### src/design/sed_pkg.sv
// Package for the speech endpoint detector: widths, register defaults,
// register indexes and the sequencer state type. No dependencies.
`default_nettype none

package sed_pkg;

  localparam int MAX_FRAME_LEN_DEF = 4096;

  localparam int SAMPLE_W     = 16;
  localparam int FRAME_LEN_W  = 13;
  localparam int RATE_W       = 18;
  localparam int LEVEL_W      = 16;
  localparam int MS_W         = 16;
  localparam int ENERGY_W     = 43;
  localparam int UTT_W        = 24;
  localparam int CFG_ADDR_W   = 3;
  localparam int CFG_DATA_W   = 18;

  localparam int MUL_A_W      = 32;
  localparam int MUL_B_W      = 24;
  localparam int PROD_W       = MUL_A_W + MUL_B_W;
  localparam int DIVIDEND_W   = 34;
  localparam int DIV_CNT_W    = $clog2(DIVIDEND_W);

  localparam logic [MUL_A_W-1:0] MS_PER_SEC = MUL_A_W'(1000);

  localparam logic [FRAME_LEN_W-1:0] FRAME_LEN_RST = FRAME_LEN_W'(512);
  localparam logic [RATE_W-1:0]      RATE_RST      = RATE_W'(16000);
  localparam logic [LEVEL_W-1:0]     LEVEL_RST     = LEVEL_W'(550);
  localparam logic [MS_W-1:0]        END_SIL_RST   = MS_W'(700);
  localparam logic [MS_W-1:0]        MIN_UTT_RST   = MS_W'(300);
  localparam logic [MS_W-1:0]        MAX_UTT_RST   = MS_W'(12000);

  typedef enum logic [CFG_ADDR_W-1:0] {
    CFG_FRAME_LENGTH     = 3'd0,
    CFG_SAMPLE_RATE      = 3'd1,
    CFG_SILENCE_LEVEL    = 3'd2,
    CFG_END_SILENCE_MS   = 3'd3,
    CFG_MIN_UTTERANCE_MS = 3'd4,
    CFG_MAX_UTTERANCE_MS = 3'd5
  } cfg_idx_e;

  typedef enum logic [3:0] {
    ST_IDLE,
    ST_SQUARE,
    ST_LEVEL,
    ST_THRESH,
    ST_FRAME_MS,
    ST_DIV_FRAME,
    ST_UPDATE,
    ST_UTT_MS,
    ST_DIV_UTT,
    ST_FINISH
  } state_e;

endpackage

`default_nettype wire

### src/design/speech_endpoint_detector.sv
// Top level of the speech endpoint detector: frame energy, silence timing
// and endpoint decision. Depends on sed_pkg.
`default_nettype none

// One item is one signed PCM sample; start_req_i opens capture and clears
// the counters. For a sample that ends a frame, the shared multiplier forms
// the square, the level squared, the threshold and two millisecond products,
// and the shared bit-serial divider carries out each of the two conversions
// to milliseconds. The input is ready only between items; a finished result
// waits in the output register and holds the sequencer only if a new result
// is due before the old one has been taken.
module speech_endpoint_detector #(
  parameter int MAX_FRAME_LEN = sed_pkg::MAX_FRAME_LEN_DEF
) (
  input  wire logic                                clk_i,
  input  wire logic                                rst_ni,
  input  wire logic                                cfg_we_i,
  input  wire logic [sed_pkg::CFG_ADDR_W-1:0]      cfg_addr_i,
  input  wire logic [sed_pkg::CFG_DATA_W-1:0]      cfg_data_i,
  input  wire logic                                in_valid_i,
  output logic                                     in_ready_o,
  input  wire logic signed [sed_pkg::SAMPLE_W-1:0] sample_i,
  input  wire logic                                start_req_i,
  output logic                                     out_valid_o,
  input  wire logic                                out_ready_i,
  output logic                                     frame_silent_o,
  output logic [sed_pkg::MS_W-1:0]                 silence_ms_o,
  output logic [sed_pkg::MS_W-1:0]                 utterance_ms_o,
  output logic                                     endpointed_o
);
  import sed_pkg::*;

  localparam int POS_W = $clog2(MAX_FRAME_LEN);
  localparam int CNT_W = $clog2(MAX_FRAME_LEN + 1);
  localparam int LEN_W = (CNT_W > FRAME_LEN_W) ? CNT_W : FRAME_LEN_W;

  logic [FRAME_LEN_W-1:0] frame_len_q;
  logic [RATE_W-1:0]      rate_q;
  logic [LEVEL_W-1:0]     level_q;
  logic [MS_W-1:0]        end_sil_q;
  logic [MS_W-1:0]        min_utt_q;
  logic [MS_W-1:0]        max_utt_q;

  state_e state_q, state_d;

  logic                  capturing_q;
  logic [POS_W-1:0]      pos_q;
  logic [ENERGY_W-1:0]   energy_q;
  logic [MS_W-1:0]       sil_q;
  logic [UTT_W-1:0]      utt_q;
  logic [SAMPLE_W-1:0]   mag_q;
  logic [PROD_W-1:0]     prod_q;
  logic                  silent_q;
  logic [DIVIDEND_W-1:0] quo_q;
  logic [RATE_W-1:0]     rem_q;
  logic [DIV_CNT_W-1:0]  div_cnt_q;

  logic                  out_valid_q;
  logic                  frame_silent_q;
  logic [MS_W-1:0]       silence_ms_q;
  logic [MS_W-1:0]       utterance_ms_q;
  logic                  endpointed_q;

  logic                  in_acc;
  logic [SAMPLE_W-1:0]   mag;
  logic [CNT_W-1:0]      count;
  logic [LEN_W-1:0]      len_eff;
  logic                  frame_end;
  logic [RATE_W-1:0]     rate_eff;
  logic [MUL_A_W-1:0]    mul_a;
  logic [MUL_B_W-1:0]    mul_b;
  logic [PROD_W-1:0]     prod;
  logic [RATE_W:0]       rem_shift;
  logic                  rem_ge;
  logic [MS_W-1:0]       quo_sat;
  logic [MS_W:0]         sil_sum;
  logic [UTT_W:0]        utt_sum;
  logic                  done;
  logic                  out_free;

  assign in_acc   = in_valid_i && in_ready_o;
  assign mag      = sample_i[SAMPLE_W-1] ? (~sample_i + 1'b1) : sample_i;
  assign count    = CNT_W'(pos_q) + 1'b1;
  assign rate_eff = (rate_q == '0) ? RATE_W'(1) : rate_q;
  assign out_free = !out_valid_q || out_ready_i;

  always_comb begin
    if (frame_len_q == '0) begin
      len_eff = LEN_W'(1);
    end else if (LEN_W'(frame_len_q) > LEN_W'(MAX_FRAME_LEN)) begin
      len_eff = LEN_W'(MAX_FRAME_LEN);
    end else begin
      len_eff = LEN_W'(frame_len_q);
    end
  end

  assign frame_end = LEN_W'(count) >= len_eff;
  assign prod      = PROD_W'(mul_a) * PROD_W'(mul_b);
  assign rem_shift = {rem_q, quo_q[DIVIDEND_W-1]};
  assign rem_ge    = rem_shift >= {1'b0, rate_eff};
  assign quo_sat   = (|quo_q[DIVIDEND_W-1:MS_W]) ? '1 : quo_q[MS_W-1:0];
  assign sil_sum   = {1'b0, sil_q} + {1'b0, quo_sat};
  assign utt_sum   = {1'b0, utt_q} + (UTT_W + 1)'(count);
  assign done      = (sil_q >= end_sil_q && quo_sat >= min_utt_q) || quo_sat >= max_utt_q;

  always_comb begin
    state_d = state_q;
    unique case (state_q)
      ST_IDLE: begin
        if (in_acc && (start_req_i || capturing_q)) begin
          state_d = ST_SQUARE;
        end
      end
      ST_SQUARE:    state_d = frame_end ? ST_LEVEL : ST_IDLE;
      ST_LEVEL:     state_d = ST_THRESH;
      ST_THRESH:    state_d = ST_FRAME_MS;
      ST_FRAME_MS:  state_d = ST_DIV_FRAME;
      ST_DIV_FRAME: begin
        if (div_cnt_q == DIV_CNT_W'(DIVIDEND_W - 1)) begin
          state_d = ST_UPDATE;
        end
      end
      ST_UPDATE:    state_d = ST_UTT_MS;
      ST_UTT_MS:    state_d = ST_DIV_UTT;
      ST_DIV_UTT: begin
        if (div_cnt_q == DIV_CNT_W'(DIVIDEND_W - 1)) begin
          state_d = ST_FINISH;
        end
      end
      ST_FINISH: begin
        if (out_free) begin
          state_d = ST_IDLE;
        end
      end
      default:      state_d = ST_IDLE;
    endcase
  end

  always_comb begin
    in_ready_o = 1'b0;
    mul_a      = '0;
    mul_b      = '0;
    unique case (state_q)
      ST_IDLE:   in_ready_o = 1'b1;
      ST_SQUARE: begin
        mul_a = MUL_A_W'(mag_q);
        mul_b = MUL_B_W'(mag_q);
      end
      ST_LEVEL: begin
        mul_a = MUL_A_W'(level_q);
        mul_b = MUL_B_W'(level_q);
      end
      ST_THRESH: begin
        mul_a = prod_q[MUL_A_W-1:0];
        mul_b = MUL_B_W'(count);
      end
      ST_FRAME_MS: begin
        mul_a = MS_PER_SEC;
        mul_b = MUL_B_W'(count);
      end
      ST_UTT_MS: begin
        mul_a = MS_PER_SEC;
        mul_b = utt_q;
      end
      default: begin
        mul_a = '0;
        mul_b = '0;
      end
    endcase
  end

  always_ff @(posedge clk_i or negedge rst_ni) begin
    if (!rst_ni) begin
      frame_len_q <= FRAME_LEN_RST;
      rate_q      <= RATE_RST;
      level_q     <= LEVEL_RST;
      end_sil_q   <= END_SIL_RST;
      min_utt_q   <= MIN_UTT_RST;
      max_utt_q   <= MAX_UTT_RST;
    end else if (cfg_we_i) begin
      unique case (cfg_addr_i)
        CFG_FRAME_LENGTH:     frame_len_q <= cfg_data_i[FRAME_LEN_W-1:0];
        CFG_SAMPLE_RATE:      rate_q      <= cfg_data_i[RATE_W-1:0];
        CFG_SILENCE_LEVEL:    level_q     <= cfg_data_i[LEVEL_W-1:0];
        CFG_END_SILENCE_MS:   end_sil_q   <= cfg_data_i[MS_W-1:0];
        CFG_MIN_UTTERANCE_MS: min_utt_q   <= cfg_data_i[MS_W-1:0];
        CFG_MAX_UTTERANCE_MS: max_utt_q   <= cfg_data_i[MS_W-1:0];
        default: begin
        end
      endcase
    end
  end

  always_ff @(posedge clk_i or negedge rst_ni) begin
    if (!rst_ni) begin
      state_q     <= ST_IDLE;
      capturing_q <= 1'b0;
      pos_q       <= '0;
      energy_q    <= '0;
      sil_q       <= '0;
      utt_q       <= '0;
      div_cnt_q   <= '0;
      out_valid_q <= 1'b0;
    end else begin
      state_q <= state_d;
      if (state_q == ST_FINISH && out_free) begin
        out_valid_q <= 1'b1;
      end else if (out_valid_q && out_ready_i) begin
        out_valid_q <= 1'b0;
      end
      unique case (state_q)
        ST_IDLE: begin
          if (in_acc && start_req_i) begin
            capturing_q <= 1'b1;
            pos_q       <= '0;
            energy_q    <= '0;
            sil_q       <= '0;
            utt_q       <= '0;
          end
        end
        ST_SQUARE: begin
          energy_q <= energy_q + ENERGY_W'(prod[2*SAMPLE_W-1:0]);
          if (!frame_end) begin
            pos_q <= POS_W'(count);
          end
        end
        ST_FRAME_MS, ST_UTT_MS: div_cnt_q <= '0;
        ST_DIV_FRAME, ST_DIV_UTT: div_cnt_q <= div_cnt_q + 1'b1;
        ST_UPDATE: begin
          sil_q <= silent_q ? (sil_sum[MS_W] ? '1 : sil_sum[MS_W-1:0]) : '0;
          utt_q <= utt_sum[UTT_W] ? '1 : utt_sum[UTT_W-1:0];
        end
        ST_FINISH: begin
          if (out_free) begin
            pos_q    <= '0;
            energy_q <= '0;
            if (done) begin
              capturing_q <= 1'b0;
            end
          end
        end
        default: begin
        end
      endcase
    end
  end

  always_ff @(posedge clk_i) begin
    unique case (state_q)
      ST_IDLE: begin
        if (in_acc) begin
          mag_q <= mag;
        end
      end
      ST_LEVEL, ST_THRESH: prod_q <= prod;
      ST_FRAME_MS, ST_UTT_MS: begin
        if (state_q == ST_FRAME_MS) begin
          silent_q <= PROD_W'(energy_q) < prod_q;
        end
        quo_q <= prod[DIVIDEND_W-1:0];
        rem_q <= '0;
      end
      ST_DIV_FRAME, ST_DIV_UTT: begin
        if (rem_ge) begin
          rem_q <= RATE_W'(rem_shift - {1'b0, rate_eff});
        end else begin
          rem_q <= rem_shift[RATE_W-1:0];
        end
        quo_q <= {quo_q[DIVIDEND_W-2:0], rem_ge};
      end
      ST_FINISH: begin
        if (out_free) begin
          frame_silent_q <= silent_q;
          silence_ms_q   <= sil_q;
          utterance_ms_q <= quo_sat;
          endpointed_q   <= done;
        end
      end
      default: begin
      end
    endcase
  end

  assign out_valid_o    = out_valid_q;
  assign frame_silent_o = frame_silent_q;
  assign silence_ms_o   = silence_ms_q;
  assign utterance_ms_o = utterance_ms_q;
  assign endpointed_o   = endpointed_q;

endmodule

`default_nettype wire
### config.mk
export PLATFORM = sky130hd
export DESIGN_NAME = speech_endpoint_detector
export DESIGN_NICKNAME = d
export VERILOG_FILES = /design/src/design/sed_pkg.sv /design/src/design/speech_endpoint_detector.sv
export SDC_FILE = /design/constraint.sdc
export NUM_CORES = 2
export LEC_CHECK = 0
export BUFFER_PORTS_ARGS = -buffer_cell sky130_fd_sc_hd__buf_4
export CORE_MARGIN = 3
export CORE_UTILIZATION = 55
export CTS_CLUSTER_DIAMETER = 100
export DETAILED_ROUTE_END_ITERATION = 7
export PLACE_DENSITY = 0.8
export SYNTH_ARGS = -nofsm -noshare
export SYNTH_HDL_FRONTEND = slang
export SYNTH_SLANG_ARGS = --single-unit
export TNS_END_PERCENT = 1
### constraint.sdc
create_clock -name clk_i -period 12.2 [get_ports clk_i]
set_input_delay 1.83 -clock clk_i [delete_from_list [all_inputs] [get_ports clk_i]]
set_output_delay 1.83 -clock clk_i [all_outputs]
set_load 0.05 [all_outputs]
==> results.cfg <==
[route]
vias_per_cell = 5.60
drtPass1Iterations = 8
drt_iter0_drc = 2805
routed_wl_um = 112000
drcViolationCount = 0
wire_per_inst_um = 18.7
ant_nets = 0
vias = 33310

[grt]
grt_max_degree = 78
grt_overflow_total = 0
grt_pass1_wl_um = 183000
grt.total_usage_pct = 27.9
grt_pass1_vias = 34943
antenna_found_initial = 3

[sta]
min_period_ns = 10.94
max_freq_ghz = 0.0914
hold_viol_final = 0
hold_ws_ns = 0.490
relSlewSlack_pct = 5.40
rsz0062_at_grt = no
finalSetupViolCount = 0
tns_ns = 0
maxSlewViolCount = 0
worst_slew_pin_slew_ns = 1.42
post-route-period-util_pct = 89.6
fin_skew_ns = 0.0322

[final_layout]
n_antenna_cell = 0
num-fill-cells = 6477
drive_gt1_share_pct = 6.78
nets = 5958
area_growth_syn_to_layout_pct = 9.29

[setup_path]
critical_path.endpoint_type = flop
cp_data_required_time_ns = 12.64
path_common_cell = fa_1
reg2reg_to = energy_q[41]
crit_slowest_cell = a22oi_1
critPathKind = flop to flop
r2r_cells = 38
cp.arrival_ns = 11.38
cp-start-kind = flop
crit_end = energy_q[41]
critical-path-max-stage-delay_ns = 1.07
crit_start = state_q[0]
cp_max_fo = 19
r2r-start = state_q[0]
r2r_setup_slack_ns = 1.26

[clocking]
worstSkewPairLatency_ns = 0.56
cts_tree = yes
cts_buffer_depth = 3
cts-htree-levels = 2
numCtsBuffers = 38
hold_buffers = 0
post_cts_buffers = 0
cts-resized-gates = 0
clk_pin_slew_worst_paths_ns = 0.06
cts_root_buf = clkbuf_16
clkSinkCount = 361

[logic_synthesis]
avgSynthCellArea_um2 = 9.49
async_flop_share_pct = 56.0
synth-edff-count = 159
synth.distinct_cells = 90
yosysSeqAreaShare_pct = 22.6
synth_cells = 4604
yosys_warnings = 0
synth-seq-cells = 361
syn_area_um2 = 43700
synth_ff_type = dfrtp_1

[place]
hpwlAfterDp_um = 91300
gp_congestion = 0.962
io_buffers = 78

[floorplanning]
start_util_pct = 55.9
die_w_um = 288
rows = 102
dieArea_um2 = 82900
num_io_pins = 79
dieHeight_um = 288
core-area_um2 = 78100

[worst_hold_path]
min_path_cells = 1
hold_path.class = flop to flop

[status]
status = completed

[flow_run]
drv_cap = 0
==> how the worst min path moves through the flow <==
stage                      start             end  slack, ns
global route        end_sil_q[8]    end_sil_q[8]       0.52
global placement     capturing_q     capturing_q       0.46
detailed placement   capturing_q     capturing_q       0.48
floorplan               silent_q  frame_silent_o       0.43
CTS                  capturing_q     capturing_q       0.49
finish               capturing_q     capturing_q       0.49
==> worst max-delay path, delay by kind of cell, from the launching register on <==
| family | cells | cell delay, ns |
|---|---|---|
| buf+inv | 7 | 0.67 |
| fa+ha+maj | 9 | 4.06 |
| flops | 1 | 0.74 |
| compound gates | 11 | 2.88 |
| simple gates | 10 | 2.05 |
| xor+xnor | 1 | 0.39 |
==> cell families after synthesis <==
logic type | after synthesis | synth area share (%)
mux | 88 | 2.20
flops | 361 | 22.6
xor+xnor | 136 | 2.73
compound gates | 688 | 10.2
buf+inv | 1017 | 8.78
other cells | 2 | 0.0172
simple gates | 1280 | 12.6
fa+ha+maj | 1032 | 40.9
==> cell type report <==
class / instances / area (um2) / area share, %
inverters: 872 / 3270 / 6.85
well taps: 1040 / 1300 / 2.72
multi-input cells: 3480 / 31000 / 65.0
clock inverters: 17 / 199 / 0.417
flip-flops and latches: 361 / 9860 / 20.7
repair buffers: 130 / 982 / 2.06
clock buffers: 53 / 1100 / 2.30
==> cell usage after synthesis, types with 10 or more instances <==
master	number	area share (%)
dfrtp_1	174	10
fa_1	662	30
mux2_2	63	1.6
a21o_1	117	2.0
nand4_1	38	0.54
mux2i_1	25	0.57
xor2_1	50	1.0
a22oi_1	12	0.21
buf_1	13	0.11
edfxtp_1	159	11
clkbuf_1	120	1.0
inv_1	872	7.5
and2_1	19	0.27
nor2_1	316	2.7
nor3_1	47	0.54
o21a_1	21	0.36
nor2b_1	22	0.31
or3_1	16	0.23
dfstp_2	28	1.7
a31oi_1	27	0.39
o21bai_1	17	0.29
xnor2_1	86	1.7
and3_1	30	0.43
o21ai_0	179	2.1
a211oi_1	19	0.33
o21ai_1	18	0.21
nand2b_1	44	0.63
o31ai_1	10	0.17
nand2_1	639	5.5
nor4_1	17	0.24
o211ai_1	15	0.26
ha_1	370	11
a21oi_1	167	1.9
nand3_1	63	0.72
==> layer usage <==
metal	GRT usage (%)	wire length [um]	vias to the layer above	share of wire (%)
met4	10.5	4680	6	4.2
met5	0	37	-	0.033
met1	36.1	43700	16604	39
met3	5.25	9310	315	8.3
li1	-	-	15028	-
met2	46.7	53900	1357	48
==> sequential cells by signal (all words and copies together) (netlist names), 4 cells and up <==
register / cells
sil_q: 16
level_q: 16
state_q: 4
utterance_ms_o: 16
div_cnt_q: 6
quo_q: 34
silence_ms_o: 16
frame_len_q: 13
utt_q: 24
pos_q: 12
energy_q: 43
min_utt_q: 16
prod_q: 56
end_sil_q: 16
mag_q: 16
rem_q: 18
rate_q: 18
max_utt_q: 16
==> cells in the final DEF (no fill, tap or decap), types with 21 or more instances in the layout <==
cell type and instances:
nand3_1 63, o21a_1 21, xnor2_1 86, nor2_1 312
nor3_1 44, nand2b_1 44, xor2_1 50, nand4_1 38
conb_1 256, clkbuf_16 40, ha_1 370, fa_1 662
mux2_2 63, dfrtp_1 174, mux2i_1 25, nor2b_1 22
inv_1 871, buf_4 129, dfstp_2 28, edfxtp_1 159
a21oi_1 165, o21ai_0 179, a21o_1 116, and3_1 30
a31oi_1 27, nand2_1 638
==> metrics by stage <==
step	worst slack (ns)	std cells	instance area, um2	utilization [%]
2_1_floorplan	2.93	4858	44600	-
3_3_place_gp	1.72	5883	46500	59.5
3_5_place_dp	1.56	5883	46500	59.5
4_1_cts	1.46	5953	47800	61.1
5_1_grt	0.604	5953	47800	61.1
6_report	1.26	5953	47800	61.1
Power is left out: the tool's default activity adds up to more than one toggle a clock period on the data nets, which glitch-free logic cannot reach.
